==> src/rtl/ssi_rm_pkg.sv <==
package ssi_rm_pkg;

  // Widest word the receiver assembles.
  localparam int MAX_BITS = 32;

  // Field widths of the configuration registers.
  localparam int HALF_PERIOD_W = 8;
  localparam int BIT_DELAY_W   = 8;
  localparam int WORD_BITS_W   = 6;
  localparam int POLL_LIMIT_W  = 10;

  // Configuration write port widths.
  localparam int CFG_IDX_W  = 8;
  localparam int CFG_DATA_W = 10;

  // Configuration register indexes.
  localparam logic [CFG_IDX_W-1:0] REG_HALF_PERIOD = CFG_IDX_W'(0);
  localparam logic [CFG_IDX_W-1:0] REG_BIT_DELAY   = CFG_IDX_W'(1);
  localparam logic [CFG_IDX_W-1:0] REG_WORD_BITS   = CFG_IDX_W'(2);
  localparam logic [CFG_IDX_W-1:0] REG_POLL_LIMIT  = CFG_IDX_W'(3);

  // Tick counter covers the longest phase (the poll window).
  localparam int TICK_W = 10;

  // Live configuration handed from the register bank to the sequencer.
  typedef struct packed {
    logic [HALF_PERIOD_W-1:0] half_period;
    logic [BIT_DELAY_W-1:0]   bit_delay;
    logic [WORD_BITS_W-1:0]   word_bits;
    logic [POLL_LIMIT_W-1:0]  poll_limit;
  } cfg_t;

endpackage

==> src/rtl/ssi_rm_sample_if.sv <==
interface ssi_rm_sample_if import ssi_rm_pkg::*; ();
  logic valid;
  logic ready;
  logic cmd;
  logic data_level;

  modport source (output valid, output cmd, output data_level, input ready);
  modport sink (input valid, input cmd, input data_level, output ready);
endinterface

==> src/rtl/ssi_rm_result_if.sv <==
interface ssi_rm_result_if import ssi_rm_pkg::*; ();
  logic                valid;
  logic                ready;
  logic                clock_level;
  logic                busy_res;
  logic                word_valid;
  logic [MAX_BITS-1:0] position_word;

  modport source (output valid, output clock_level, output busy_res, output word_valid,
                  output position_word, input ready);
  modport sink (input valid, input clock_level, input busy_res, input word_valid,
                input position_word, output ready);
endinterface

==> src/rtl/ssi_rm_cfg_if.sv <==
interface ssi_rm_cfg_if import ssi_rm_pkg::*; ();
  logic                  valid;
  logic                  ready;
  logic [CFG_IDX_W-1:0]  index;
  logic [CFG_DATA_W-1:0] data;

  modport source (output valid, output index, output data, input ready);
  modport sink (input valid, input index, input data, output ready);
endinterface

==> src/rtl/ssi_rm_cfg_regs.sv <==
module ssi_rm_cfg_regs import ssi_rm_pkg::*; (
  input  logic         clk,
  input  logic         rst,
  ssi_rm_cfg_if.sink   cfg,
  output cfg_t         regs
);

  // Writes are always taken; unknown indexes are dropped.
  assign cfg.ready = 1'b1;

  // Register bank with its reset values.
  always_ff @(posedge clk) begin
    if (rst) begin
      regs.half_period <= HALF_PERIOD_W'(2);
      regs.bit_delay   <= BIT_DELAY_W'(0);
      regs.word_bits   <= WORD_BITS_W'(19);
      regs.poll_limit  <= POLL_LIMIT_W'(100);
    end else if (cfg.valid) begin
      case (cfg.index)
        REG_HALF_PERIOD: regs.half_period <= cfg.data[HALF_PERIOD_W-1:0];
        REG_BIT_DELAY:   regs.bit_delay   <= cfg.data[BIT_DELAY_W-1:0];
        REG_WORD_BITS:   regs.word_bits   <= cfg.data[WORD_BITS_W-1:0];
        REG_POLL_LIMIT:  regs.poll_limit  <= cfg.data[POLL_LIMIT_W-1:0];
        default: begin
        end
      endcase
    end
  end

endmodule

==> src/rtl/ssi_rm_seq.sv <==
module ssi_rm_seq import ssi_rm_pkg::*; (
  input  logic             clk,
  input  logic             rst,
  input  cfg_t             regs,
  ssi_rm_sample_if.sink    sample_ch,
  ssi_rm_result_if.source  result_ch
);

  localparam int PHASE_W = 3;
  localparam logic [PHASE_W-1:0] PH_IDLE   = 3'd0;
  localparam logic [PHASE_W-1:0] PH_PRE_H1 = 3'd1;
  localparam logic [PHASE_W-1:0] PH_PRE_L1 = 3'd2;
  localparam logic [PHASE_W-1:0] PH_PRE_H2 = 3'd3;
  localparam logic [PHASE_W-1:0] PH_POLL   = 3'd4;
  localparam logic [PHASE_W-1:0] PH_SETTLE = 3'd5;
  localparam logic [PHASE_W-1:0] PH_BIT_L  = 3'd6;
  localparam logic [PHASE_W-1:0] PH_BIT_H  = 3'd7;

  localparam int CNT_W = TICK_W + 1;

  // Sequencer state.
  logic [PHASE_W-1:0]     phase, phase_next;
  logic [TICK_W-1:0]      tick_count, tick_count_next;
  logic [WORD_BITS_W-1:0] bits_done, bits_done_next;
  logic [MAX_BITS-1:0]    shift_word, shift_word_next;

  // Result register.
  logic                out_valid;
  logic                out_clock, out_busy, out_word_valid;
  logic [MAX_BITS-1:0] out_word;

  // Combinational results for the current word.
  logic                clk_lvl, busy, done;
  logic [MAX_BITS-1:0] word;

  // Effective lengths after clamping.
  logic [HALF_PERIOD_W-1:0] hp;
  logic [POLL_LIMIT_W-1:0]  poll_len;
  logic [BIT_DELAY_W:0]     sample_len;
  logic [BIT_DELAY_W-1:0]   high_len;
  logic [WORD_BITS_W-1:0]   bit_total;

  logic                     accept;
  logic [PHASE_W-1:0]       ph;
  logic [CNT_W-1:0]         tick_inc;
  logic [WORD_BITS_W-1:0]   bits_inc;

  assign accept          = sample_ch.valid && sample_ch.ready;
  assign sample_ch.ready = !out_valid || result_ch.ready;

  // Phase lengths: zero settings mean one tick, word length is clamped to the shifter.
  always_comb begin
    hp         = (regs.half_period == '0) ? HALF_PERIOD_W'(1) : regs.half_period;
    poll_len   = (regs.poll_limit == '0) ? POLL_LIMIT_W'(1) : regs.poll_limit;
    sample_len = {regs.bit_delay, 1'b1};
    high_len   = (regs.bit_delay == '0) ? BIT_DELAY_W'(1) : regs.bit_delay;
    if (regs.word_bits == '0) begin
      bit_total = WORD_BITS_W'(1);
    end else if (regs.word_bits > WORD_BITS_W'(MAX_BITS)) begin
      bit_total = WORD_BITS_W'(MAX_BITS);
    end else begin
      bit_total = regs.word_bits;
    end
  end

  // One tick of the read sequence.
  always_comb begin
    ph              = phase;
    tick_count_next = tick_count;
    bits_done_next  = bits_done;
    shift_word_next = shift_word;
    if (phase == PH_IDLE && sample_ch.cmd) begin
      ph              = PH_PRE_H1;
      tick_count_next = '0;
      bits_done_next  = '0;
      shift_word_next = '0;
    end
    phase_next = ph;
    tick_inc   = {1'b0, tick_count_next} + CNT_W'(1);
    bits_inc   = bits_done_next + WORD_BITS_W'(1);
    clk_lvl    = 1'b1;
    busy       = 1'b1;
    done       = 1'b0;
    word       = '0;

    case (ph)
      PH_PRE_H1, PH_PRE_L1, PH_PRE_H2, PH_SETTLE: begin
        clk_lvl         = (ph != PH_PRE_L1);
        tick_count_next = tick_inc[TICK_W-1:0];
        if (tick_inc >= CNT_W'(hp)) begin
          tick_count_next = '0;
          case (ph)
            PH_PRE_H1: phase_next = PH_PRE_L1;
            PH_PRE_L1: phase_next = PH_PRE_H2;
            PH_PRE_H2: phase_next = PH_POLL;
            default:   phase_next = PH_BIT_L;
          endcase
        end
      end
      PH_POLL: begin
        clk_lvl         = 1'b0;
        tick_count_next = tick_inc[TICK_W-1:0];
        if (!sample_ch.data_level || tick_inc >= CNT_W'(poll_len)) begin
          phase_next      = PH_SETTLE;
          tick_count_next = '0;
        end
      end
      PH_BIT_L: begin
        clk_lvl = 1'b0;
        // Sample on the middle tick of the low phase.
        if (tick_count_next == TICK_W'(regs.bit_delay)) begin
          shift_word_next = {shift_word_next[MAX_BITS-2:0], sample_ch.data_level};
        end
        tick_count_next = tick_inc[TICK_W-1:0];
        if (tick_inc >= CNT_W'(sample_len)) begin
          phase_next      = PH_BIT_H;
          tick_count_next = '0;
        end
      end
      PH_BIT_H: begin
        clk_lvl         = 1'b1;
        tick_count_next = tick_inc[TICK_W-1:0];
        if (tick_inc >= CNT_W'(high_len)) begin
          tick_count_next = '0;
          if (bits_inc >= bit_total) begin
            done           = 1'b1;
            word           = shift_word_next;
            bits_done_next = '0;
            phase_next     = PH_IDLE;
          end else begin
            bits_done_next = bits_inc;
            phase_next     = PH_BIT_L;
          end
        end
      end
      default: begin
        phase_next      = PH_IDLE;
        tick_count_next = '0;
        clk_lvl         = 1'b1;
        busy            = 1'b0;
      end
    endcase
  end

  // State advances once per accepted word.
  always_ff @(posedge clk) begin
    if (rst) begin
      phase      <= PH_IDLE;
      tick_count <= '0;
      bits_done  <= '0;
      shift_word <= '0;
    end else if (accept) begin
      phase      <= phase_next;
      tick_count <= tick_count_next;
      bits_done  <= bits_done_next;
      shift_word <= shift_word_next;
    end
  end

  // Result register: refilled on every accepted word, emptied when taken.
  always_ff @(posedge clk) begin
    if (rst) begin
      out_valid <= 1'b0;
    end else if (accept) begin
      out_valid <= 1'b1;
    end else if (result_ch.ready) begin
      out_valid <= 1'b0;
    end
  end

  always_ff @(posedge clk) begin
    if (accept) begin
      out_clock      <= clk_lvl;
      out_busy       <= busy;
      out_word_valid <= done;
      out_word       <= word;
    end
  end

  assign result_ch.valid         = out_valid;
  assign result_ch.clock_level   = out_clock;
  assign result_ch.busy_res      = out_busy;
  assign result_ch.word_valid    = out_word_valid;
  assign result_ch.position_word = out_word;

  // A completed word is only ever reported as part of a read.
  a_done_busy: assert property (@(posedge clk) disable iff (rst)
    out_valid && out_word_valid |-> out_busy)
    else $error("word completed outside a read");

  // The word field is zero on ticks that complete nothing.
  a_word_zero: assert property (@(posedge clk) disable iff (rst)
    out_valid && !out_word_valid |-> out_word == '0)
    else $error("position word not cleared");

  // An idle tick without a start leaves the clock high and the block not busy.
  a_idle_tick: assert property (@(posedge clk) disable iff (rst)
    accept && phase == PH_IDLE && !sample_ch.cmd |=> out_clock && !out_busy)
    else $error("idle tick driven wrongly");

  // The bit counter never runs past the shifter width.
  a_bits_range: assert property (@(posedge clk) disable iff (rst)
    bits_done < WORD_BITS_W'(MAX_BITS))
    else $error("bit counter out of range");

  // A read always opens with the clock high.
  a_start_high: assert property (@(posedge clk) disable iff (rst)
    accept && phase == PH_IDLE && sample_ch.cmd |=> out_clock && out_busy)
    else $error("read start not driven high");

endmodule

==> src/rtl/ssi_encoder_read_master_top.sv <==
// SSI absolute encoder read master. Each word on sample_ch is one tick of the
// bit-level sequencer and yields exactly one word on result_ch in the cycle after
// it is accepted: clock_level, busy_res, and word_valid with position_word on
// the tick a read completes. One tick is taken every clock cycle; the only
// limit is the single result register, so sample_ch.ready drops only while a
// result is held and result_ch.ready is low. A read lasts 3*half_period ticks
// of preamble, from one up to poll_limit ticks of polling, half_period ticks of
// settle and then, for each of word_bits bits (0 taken as 1, above 32 as 32),
// 2*bit_delay+1 low ticks and bit_delay high ticks; a zero half_period,
// poll_limit or high-phase bit_delay counts as one tick. Configuration writes
// on cfg are always accepted and must only be issued while no read is in
// progress.
module ssi_encoder_read_master_top import ssi_rm_pkg::*; (
  input  logic            clk,
  input  logic            rst,
  ssi_rm_sample_if.sink   sample_ch,
  ssi_rm_result_if.source result_ch,
  ssi_rm_cfg_if.sink      cfg
);

  cfg_t regs;

  // Configuration register bank.
  ssi_rm_cfg_regs u_cfg_regs (
    .clk  (clk),
    .rst  (rst),
    .cfg  (cfg),
    .regs (regs)
  );

  // Read sequencer with its result register.
  ssi_rm_seq u_seq (
    .clk       (clk),
    .rst       (rst),
    .regs      (regs),
    .sample_ch (sample_ch),
    .result_ch (result_ch)
  );

endmodule
==> src/flat_wrapper.sv <==
// flat-port wrapper written by rule: the top's interface ports become plain ports
module ssi_encoder_read_master_top_flat import ssi_rm_pkg::*;
  (clk, rst, sample_ch_valid, sample_ch_cmd, sample_ch_data_level, sample_ch_ready, result_ch_valid, result_ch_clock_level, result_ch_busy_res, result_ch_word_valid, result_ch_position_word, result_ch_ready, cfg_valid, cfg_index, cfg_data, cfg_ready);
  ssi_rm_sample_if sample_ch_i ();
  ssi_rm_result_if result_ch_i ();
  ssi_rm_cfg_if cfg_i ();
  input  logic clk;
  input  logic rst;
  input wire logic [$bits(sample_ch_i.valid)-1:0] sample_ch_valid;
  input wire logic [$bits(sample_ch_i.cmd)-1:0] sample_ch_cmd;
  input wire logic [$bits(sample_ch_i.data_level)-1:0] sample_ch_data_level;
  output wire logic [$bits(sample_ch_i.ready)-1:0] sample_ch_ready;
  output wire logic [$bits(result_ch_i.valid)-1:0] result_ch_valid;
  output wire logic [$bits(result_ch_i.clock_level)-1:0] result_ch_clock_level;
  output wire logic [$bits(result_ch_i.busy_res)-1:0] result_ch_busy_res;
  output wire logic [$bits(result_ch_i.word_valid)-1:0] result_ch_word_valid;
  output wire logic [$bits(result_ch_i.position_word)-1:0] result_ch_position_word;
  input wire logic [$bits(result_ch_i.ready)-1:0] result_ch_ready;
  input wire logic [$bits(cfg_i.valid)-1:0] cfg_valid;
  input wire logic [$bits(cfg_i.index)-1:0] cfg_index;
  input wire logic [$bits(cfg_i.data)-1:0] cfg_data;
  output wire logic [$bits(cfg_i.ready)-1:0] cfg_ready;
  assign sample_ch_i.valid = sample_ch_valid;
  assign sample_ch_i.cmd = sample_ch_cmd;
  assign sample_ch_i.data_level = sample_ch_data_level;
  assign sample_ch_ready = sample_ch_i.ready;
  assign result_ch_valid = result_ch_i.valid;
  assign result_ch_clock_level = result_ch_i.clock_level;
  assign result_ch_busy_res = result_ch_i.busy_res;
  assign result_ch_word_valid = result_ch_i.word_valid;
  assign result_ch_position_word = result_ch_i.position_word;
  assign result_ch_i.ready = result_ch_ready;
  assign cfg_i.valid = cfg_valid;
  assign cfg_i.index = cfg_index;
  assign cfg_i.data = cfg_data;
  assign cfg_ready = cfg_i.ready;
  ssi_encoder_read_master_top u_core (.clk(clk), .rst(rst), .sample_ch(sample_ch_i), .result_ch(result_ch_i), .cfg(cfg_i));
endmodule
==> config.mk <==
export PLATFORM = sky130hd
export DESIGN_NAME = ssi_encoder_read_master_top_flat
export DESIGN_NICKNAME = d
export VERILOG_FILES = /design/src/rtl/ssi_rm_pkg.sv /design/src/rtl/ssi_rm_sample_if.sv /design/src/rtl/ssi_rm_result_if.sv /design/src/rtl/ssi_rm_cfg_if.sv /design/src/rtl/ssi_rm_cfg_regs.sv /design/src/rtl/ssi_rm_seq.sv /design/src/rtl/ssi_encoder_read_master_top.sv /design/src/flat_wrapper.sv
export SDC_FILE = /design/constraint.sdc
export NUM_CORES = 1
export LEC_CHECK = 0
export BUFFER_PORTS_ARGS = -buffer_cell sky130_fd_sc_hd__buf_2
export CORE_MARGIN = 3
export CORE_UTILIZATION = 54
export CTS_CLUSTER_DIAMETER = 40
export DETAILED_ROUTE_END_ITERATION = 7
export HOLD_SLACK_MARGIN = 0.06
export PLACE_DENSITY = 0.77
export SKIP_CTS_REPAIR_TIMING = 1
export SLEW_MARGIN = 20
export SYNTH_ARGS = -nofsm -noshare
export SYNTH_HDL_FRONTEND = slang
export SYNTH_SLANG_ARGS = --single-unit
export TNS_END_PERCENT = 1
==> constraint.sdc <==
create_clock -name clk -period 4.5 [get_ports clk]
set_clock_uncertainty 0.1 [all_clocks]
set_input_delay 0.9 -clock clk [delete_from_list [all_inputs] [get_ports clk]]
set_output_delay 0.9 -clock clk [all_outputs]
set_load 0.02 [all_outputs]
# Yosys cells after proc, flatten, opt, wreduce, memory -nomap -nowiden
# Index checks and enable logic that the tools add are counted.
# classes
eq_ne	12
mux	31
reduce_logical	22
add_sub_neg	2
order_cmp	6
# ops
op	n
32-bit 2-to-1 mux	3
10-bit 2-to-1 mux	6
10-bit case mux with 4 select lines	1
6-bit 2-to-1 mux	6
8-bit zero test	3
11-bit by 8-bit greater-or-equal comparator with 1-bit output	2
3-bit 2-to-1 mux	6
8-bit by 2-bit equality test with 1-bit output, second input constant	2
8-bit 2-to-1 mux	2
3-bit equality test, second input constant	4
3-bit case mux with 4 select lines	1
10-bit by 1-bit adder with 11-bit output, second input constant	1
11-bit by 10-bit greater-or-equal comparator with 1-bit output	1
11-bit by 9-bit greater-or-equal comparator with 1-bit output	1
10-bit by 8-bit equality test with 1-bit output	1
10-bit zero test	1
2-bit AND reduction	5
3-bit case mux with 3 select lines	1
8-bit by 1-bit equality test with 1-bit output, second input constant	1
7-bit OR reduction	1
6-bit by 1-bit adder with 6-bit output, second input constant	1
3-bit by 2-bit equality test with 1-bit output, second input constant	2
6-bit greater-or-equal comparator	1
6-bit > comparator, second input constant	1
other kinds (13)	19
# word_totals
regBits	119
out_inout_bits	38
in_bits	25
elab_cells	86

# Longest topological paths before layout
# logic_depth
word_depth	8
depth_mapped	17

# By module
# Synthesis repeated with hierarchy kept, for this count alone.
# hier_totals
cells_unflattened	642
area_unflattened_um2	6254.7
# by_module_without_submodules
mod	area_each_um2	instances	cells_per_inst
ssi_rm_seq	4887.2	1	514
ssi_rm_cfg_regs	1367.6	1	128

# Least setup slack after synthesis
# No wires, ideal clock.
# synth_path
kind	input to register
start	input sample_ch_cmd
end	register u_core.u_seq.tick_count[8]
cell_stages	13
path_buffers	2
arrival_ns	4.168
required_ns	4.342
setup_time_ns	0.058
setup_slack_ns	0.175
path_cell_list	nor4b_2 -> clkbuf_1 -> clkbuf_1 -> nor2_1 -> ha_1 -> a2111oi_0 -> o32ai_1 -> a311oi_1 -> maj3_1 -> o21ai_0 -> o2111a_2 -> a2111oi_2 -> a21o_1
# synth_via
elab_chain_cells	7
elab_cells_between_ends	22
cone_classes	add/sub (1); order compare (4); eq/ne (7); mux (7); reduce/logical (3)
# synth_lines
item	line	source
from (decl)	flat_wrapper.sv:10	input wire logic [$bits(sample_ch_i.cmd)-1:0] sample_ch_cmd;
1-bit logical AND *	ssi_rm_seq.sv:72	if (phase == PH_IDLE && sample_ch.cmd) begin
10-bit 2-to-1 mux	ssi_rm_seq.sv:72	
10-bit by 1-bit adder with 11-bit output	ssi_rm_seq.sv:79	tick_inc = {1'b0, tick_count_next} + CNT_W'(1);
11-bit by 10-bit greater-or-equal comparator with 1-bit output	ssi_rm_seq.sv:103	if (!sample_ch.data_level || tick_inc >= CNT_W'(poll_len)) begin
1-bit logical OR	ssi_rm_seq.sv:103	
10-bit 2-to-1 mux	ssi_rm_seq.sv:103	
10-bit case mux with 4 select lines *	ssi_rm_seq.sv:86	case (ph)
to (signal assigned)	ssi_rm_seq.sv:154	tick_count <= tick_count_next;
to (decl)	ssi_rm_seq.sv:23	logic [TICK_W-1:0] tick_count, tick_count_next;
# Every way passes the cells marked *; elsewhere a longest branch is shown, timed or not.
# A chain may end at the register's enable or synchronous reset.

# Worst setup path in the final report
# Ends and elaborated chain as after synthesis.

==> summary.txt <==
Timing
  • RSZ-0062 raised after global routing: false
  • Fin. Hold Viols: 0
  • Setup Viol. Count Final: 0
  • Final critical-path share of the clock period: 89.6%
  • Max-slew violation count: 0
  • Max Fclk: 0.248 GHz
  • WHS: 0.388 ns
  • Worst-margin pin slew: 0.822 ns
  • Fin crit period: 4.03 ns
  • Slew HR: 45.0%
  • Setup TNS: 0 ns

Min path
  • Hold_sp: u_core.u_cfg_regs.regs[10]
  • Min-Delay Path Class: reg -> reg

Worst setup path
  • Top Family by Delay on Critical Path: compound AO/OA/AOI/OAI gates
  • R2R cell count: 13
  • FF-to-FF Start: u_core.u_seq.phase[2]
  • Crit path max fanout: 6
  • Setup crit end kind: register
  • Critical path class: in -> reg
  • CP max-delay cell: a2111oi_0
  • Max incr delay on CP: 0.59 ns
  • Worst EP required: 4.75 ns
  • CP bufs+invs: 2
  • Critical Path AT: 4.29 ns
  • Reg2reg end: u_core.u_seq.tick_count[8]
  • R2r setup slk: 0.51 ns
  • CP cell instances: buf_2 > or4b_4 > nand2_1 > inv_1 > ha_1 > nand2b_1 > a2111oi_0 > o32ai_1 > a311oi_1 > maj3_1 > o21ai_0 > o2111a_2 > a2111oi_2 > a21o_1
  • Crit. path cell count: 14
  • CP Launch Point: sample_ch_cmd
  • Setup crit start kind: input pin
  • Crit path capture: u_core.u_seq.tick_count[8]

Floorplanning
  • Starting density of the core: 56.2%
  • Chip height: 113 um
  • Die area: 12700 um^2
  • Ports: 63
  • Die Width: 113 um
  • Core ar.: 11000 um^2
  • Row cnt: 38

Placed design
  • GP Congestion: 1.01
  • Post-DP HPWL: 10300 um
  • Port buffer count: 61

Pwr
  • Leakage: 3.00 nW
  • Power Dens Cells: 367 nW/um^2
  • VDD IR max: 0.250 mV

Clock tree
  • CTS Sinks: 119
  • CTS Buffer Depth: 2
  • CTS H-tree depth: 4
  • CTS tree: done
  • Worst skew pair latency: 0.42 ns
  • CTS Root Cell: clkbuf_16
  • Clk slew on worst S/H paths: 0.06 ns
  • Number of buffers created by CTS: 17

Final layout
  • Layout cells sized above 1: 17.1%
  • Area growth, synth to finish: 16.2%
  • Layout Nets: 757
  • Fill cells: 847
  • N_diodes: 0

Logic synthesis
  • Most frequent cell after synthesis: nor2_1
  • Post-Syn Nets: 707
  • Post-Syn Area: 6170 um^2
  • Post-synth top area share: 27.3%
  • Post-synth cell types: 71
  • Post-Synthesis Cells: 651
  • Top post-synthesis cells by count: nor2_1, dfxtp_1, nand2_1, and2_1, edfxtp_1
  • Synth top area cells: dfxtp_1, edfxtp_1, ha_1, nor2_1, mux2i_1
  • Yosys top cell by area: dfxtp_1
  • Yosys reg bits: 119
  • EDFF count, synth: 35
  • Asr flop ratio synth: 0%
  • Syn. warnings: 0
  • Commonest register cell after synthesis: dfxtp_1
  • Seq/Total Area, Yosys: 44.3%
  • Avg Inst Size Synth: 9.48 um^2

Status
  • Status: finished clean

Detailed routing
  • DRC errors left: 0
  • Routed vias/inst: 5.99
  • Via count: 5116
  • Routed WL: 14600 um
  • Initial DRC Count: 493
  • Post-DRT Antenna Nets: 0
  • Detailed-router iteration count before antenna repair: 5
  • Routed WL per cell: 17.1 um

Global route
  • Vias in the first global route: 5050
  • Antenna violations before repair: 0
  • Grt total ovfl: 0
  • First-pass GRT wire length: 24500 um
  • All-layer global routing usage: 23.9%
  • Largest net degree at the start of global routing: 69

Flow run
  • Max-Cap Viols: 0
==> cells in the final DEF, fill, tap and decap left out, drive strengths merged, types with 4 or more instances in the layout <==
cell and instances:
a2111oi 8, a211oi 4, a21o 8, a21oi 15, a22o 10, a22oi 33
and2 36, buf 73, clkbuf 17, clkinv 4, clkinvlp 4, dfxtp 84
edfxtp 35, ha 31, inv 40, mux2i 31, nand2 40, nand2b 8
nand3 15, nand4 5, nor2 87, nor3 9, nor4 9, nor4b 4
o211ai 6, o21ai 22, o31ai 4, xnor2 9, xor2 8
==> how the worst min path moves through the flow <==
stage          slack (ns)                          to  cells past startpoint
3_3_place_gp         0.37  u_core.u_cfg_regs.regs[10]                      2
2_1_floorplan        0.35  u_core.u_cfg_regs.regs[10]                      2
3_5_place_dp         0.38  u_core.u_cfg_regs.regs[10]                      2
6_report             0.39  u_core.u_cfg_regs.regs[10]                      2
4_1_cts              0.39  u_core.u_cfg_regs.regs[10]                      2
5_1_grt              0.45  u_core.u_cfg_regs.regs[10]                      2
==> where the power goes <==
part	total, mW	switching, mW	internal (mW)
Clock	1.36	0.529	0.828
Sequential	1.13	0.00819	1.12
Combinational	0.148	0.103	0.0452
Total	2.63	0.641	1.99
==> tightest hold or removal path: stages, from the launching register on <==
cell     delay [ns]
dfxtp_1        0.33
mux2i_1        0.07
nand2_1        0.06
==> registers in the layout, indices dropped and copies added (netlist names), 3 cells and up <==
name	cells
u_core.u_cfg_regs.regs	32
u_core.u_seq.phase	3
u_core.u_seq.result_ch.position_word	32
u_core.u_seq.bits_done	6
u_core.u_seq.tick_count	10
u_core.u_seq.shift_word	32
==> final cells by class <==
cell class | count | area [um^2] | share of cell area (%)
clock inverters | 15 | 169 | 2.36
repair buffers | 73 | 395 | 5.52
well taps | 140 | 175 | 2.44
flip-flops and latches | 119 | 2730 | 38.1
inverters | 35 | 131 | 1.83
clock buffers | 17 | 425 | 5.94
multi-input cells | 455 | 3140 | 43.8
==> metal layers <==
metal	vias to the layer above	GRT usage [%]	part of all wire, %
li1	2449	-	-
met1	2432	31.4	43
met2	204	37.0	47
met3	31	6.15	6.8
met4	0	11.4	2.5
met5	-	0	0
==> through the flow <==
step	utilization [%]	area (um^2)	cells	setup slack (ns)	total power, mW
2_1_floorplan	-	6170	651	0.175	1.25
3_3_place_gp	59.8	6570	822	0.230	1.29
3_5_place_dp	59.8	6570	822	0.104	1.30
4_1_cts	65.3	7170	854	0.530	2.66
5_1_grt	65.3	7170	854	0.264	2.72
6_report	65.3	7170	854	0.466	2.63
==> kinds of logic (layout without fill, tap and decap cells) <==
kind of cell / after synthesis / count (layout) / share of synthesized area (%)
simple gates: 230 / 230 / 18.6
compound gates: 143 / 143 / 17.7
mux: 31 / 31 / 5.03
buf+inv: 77 / 140 / 5.23
xor+xnor: 17 / 17 / 2.41
fa+ha+maj: 33 / 33 / 6.61
other cells: 1 / 1 / 0.0608
flops: 119 / 119 / 44.3
No activity file was read; power rests on OpenSTA's default activity.
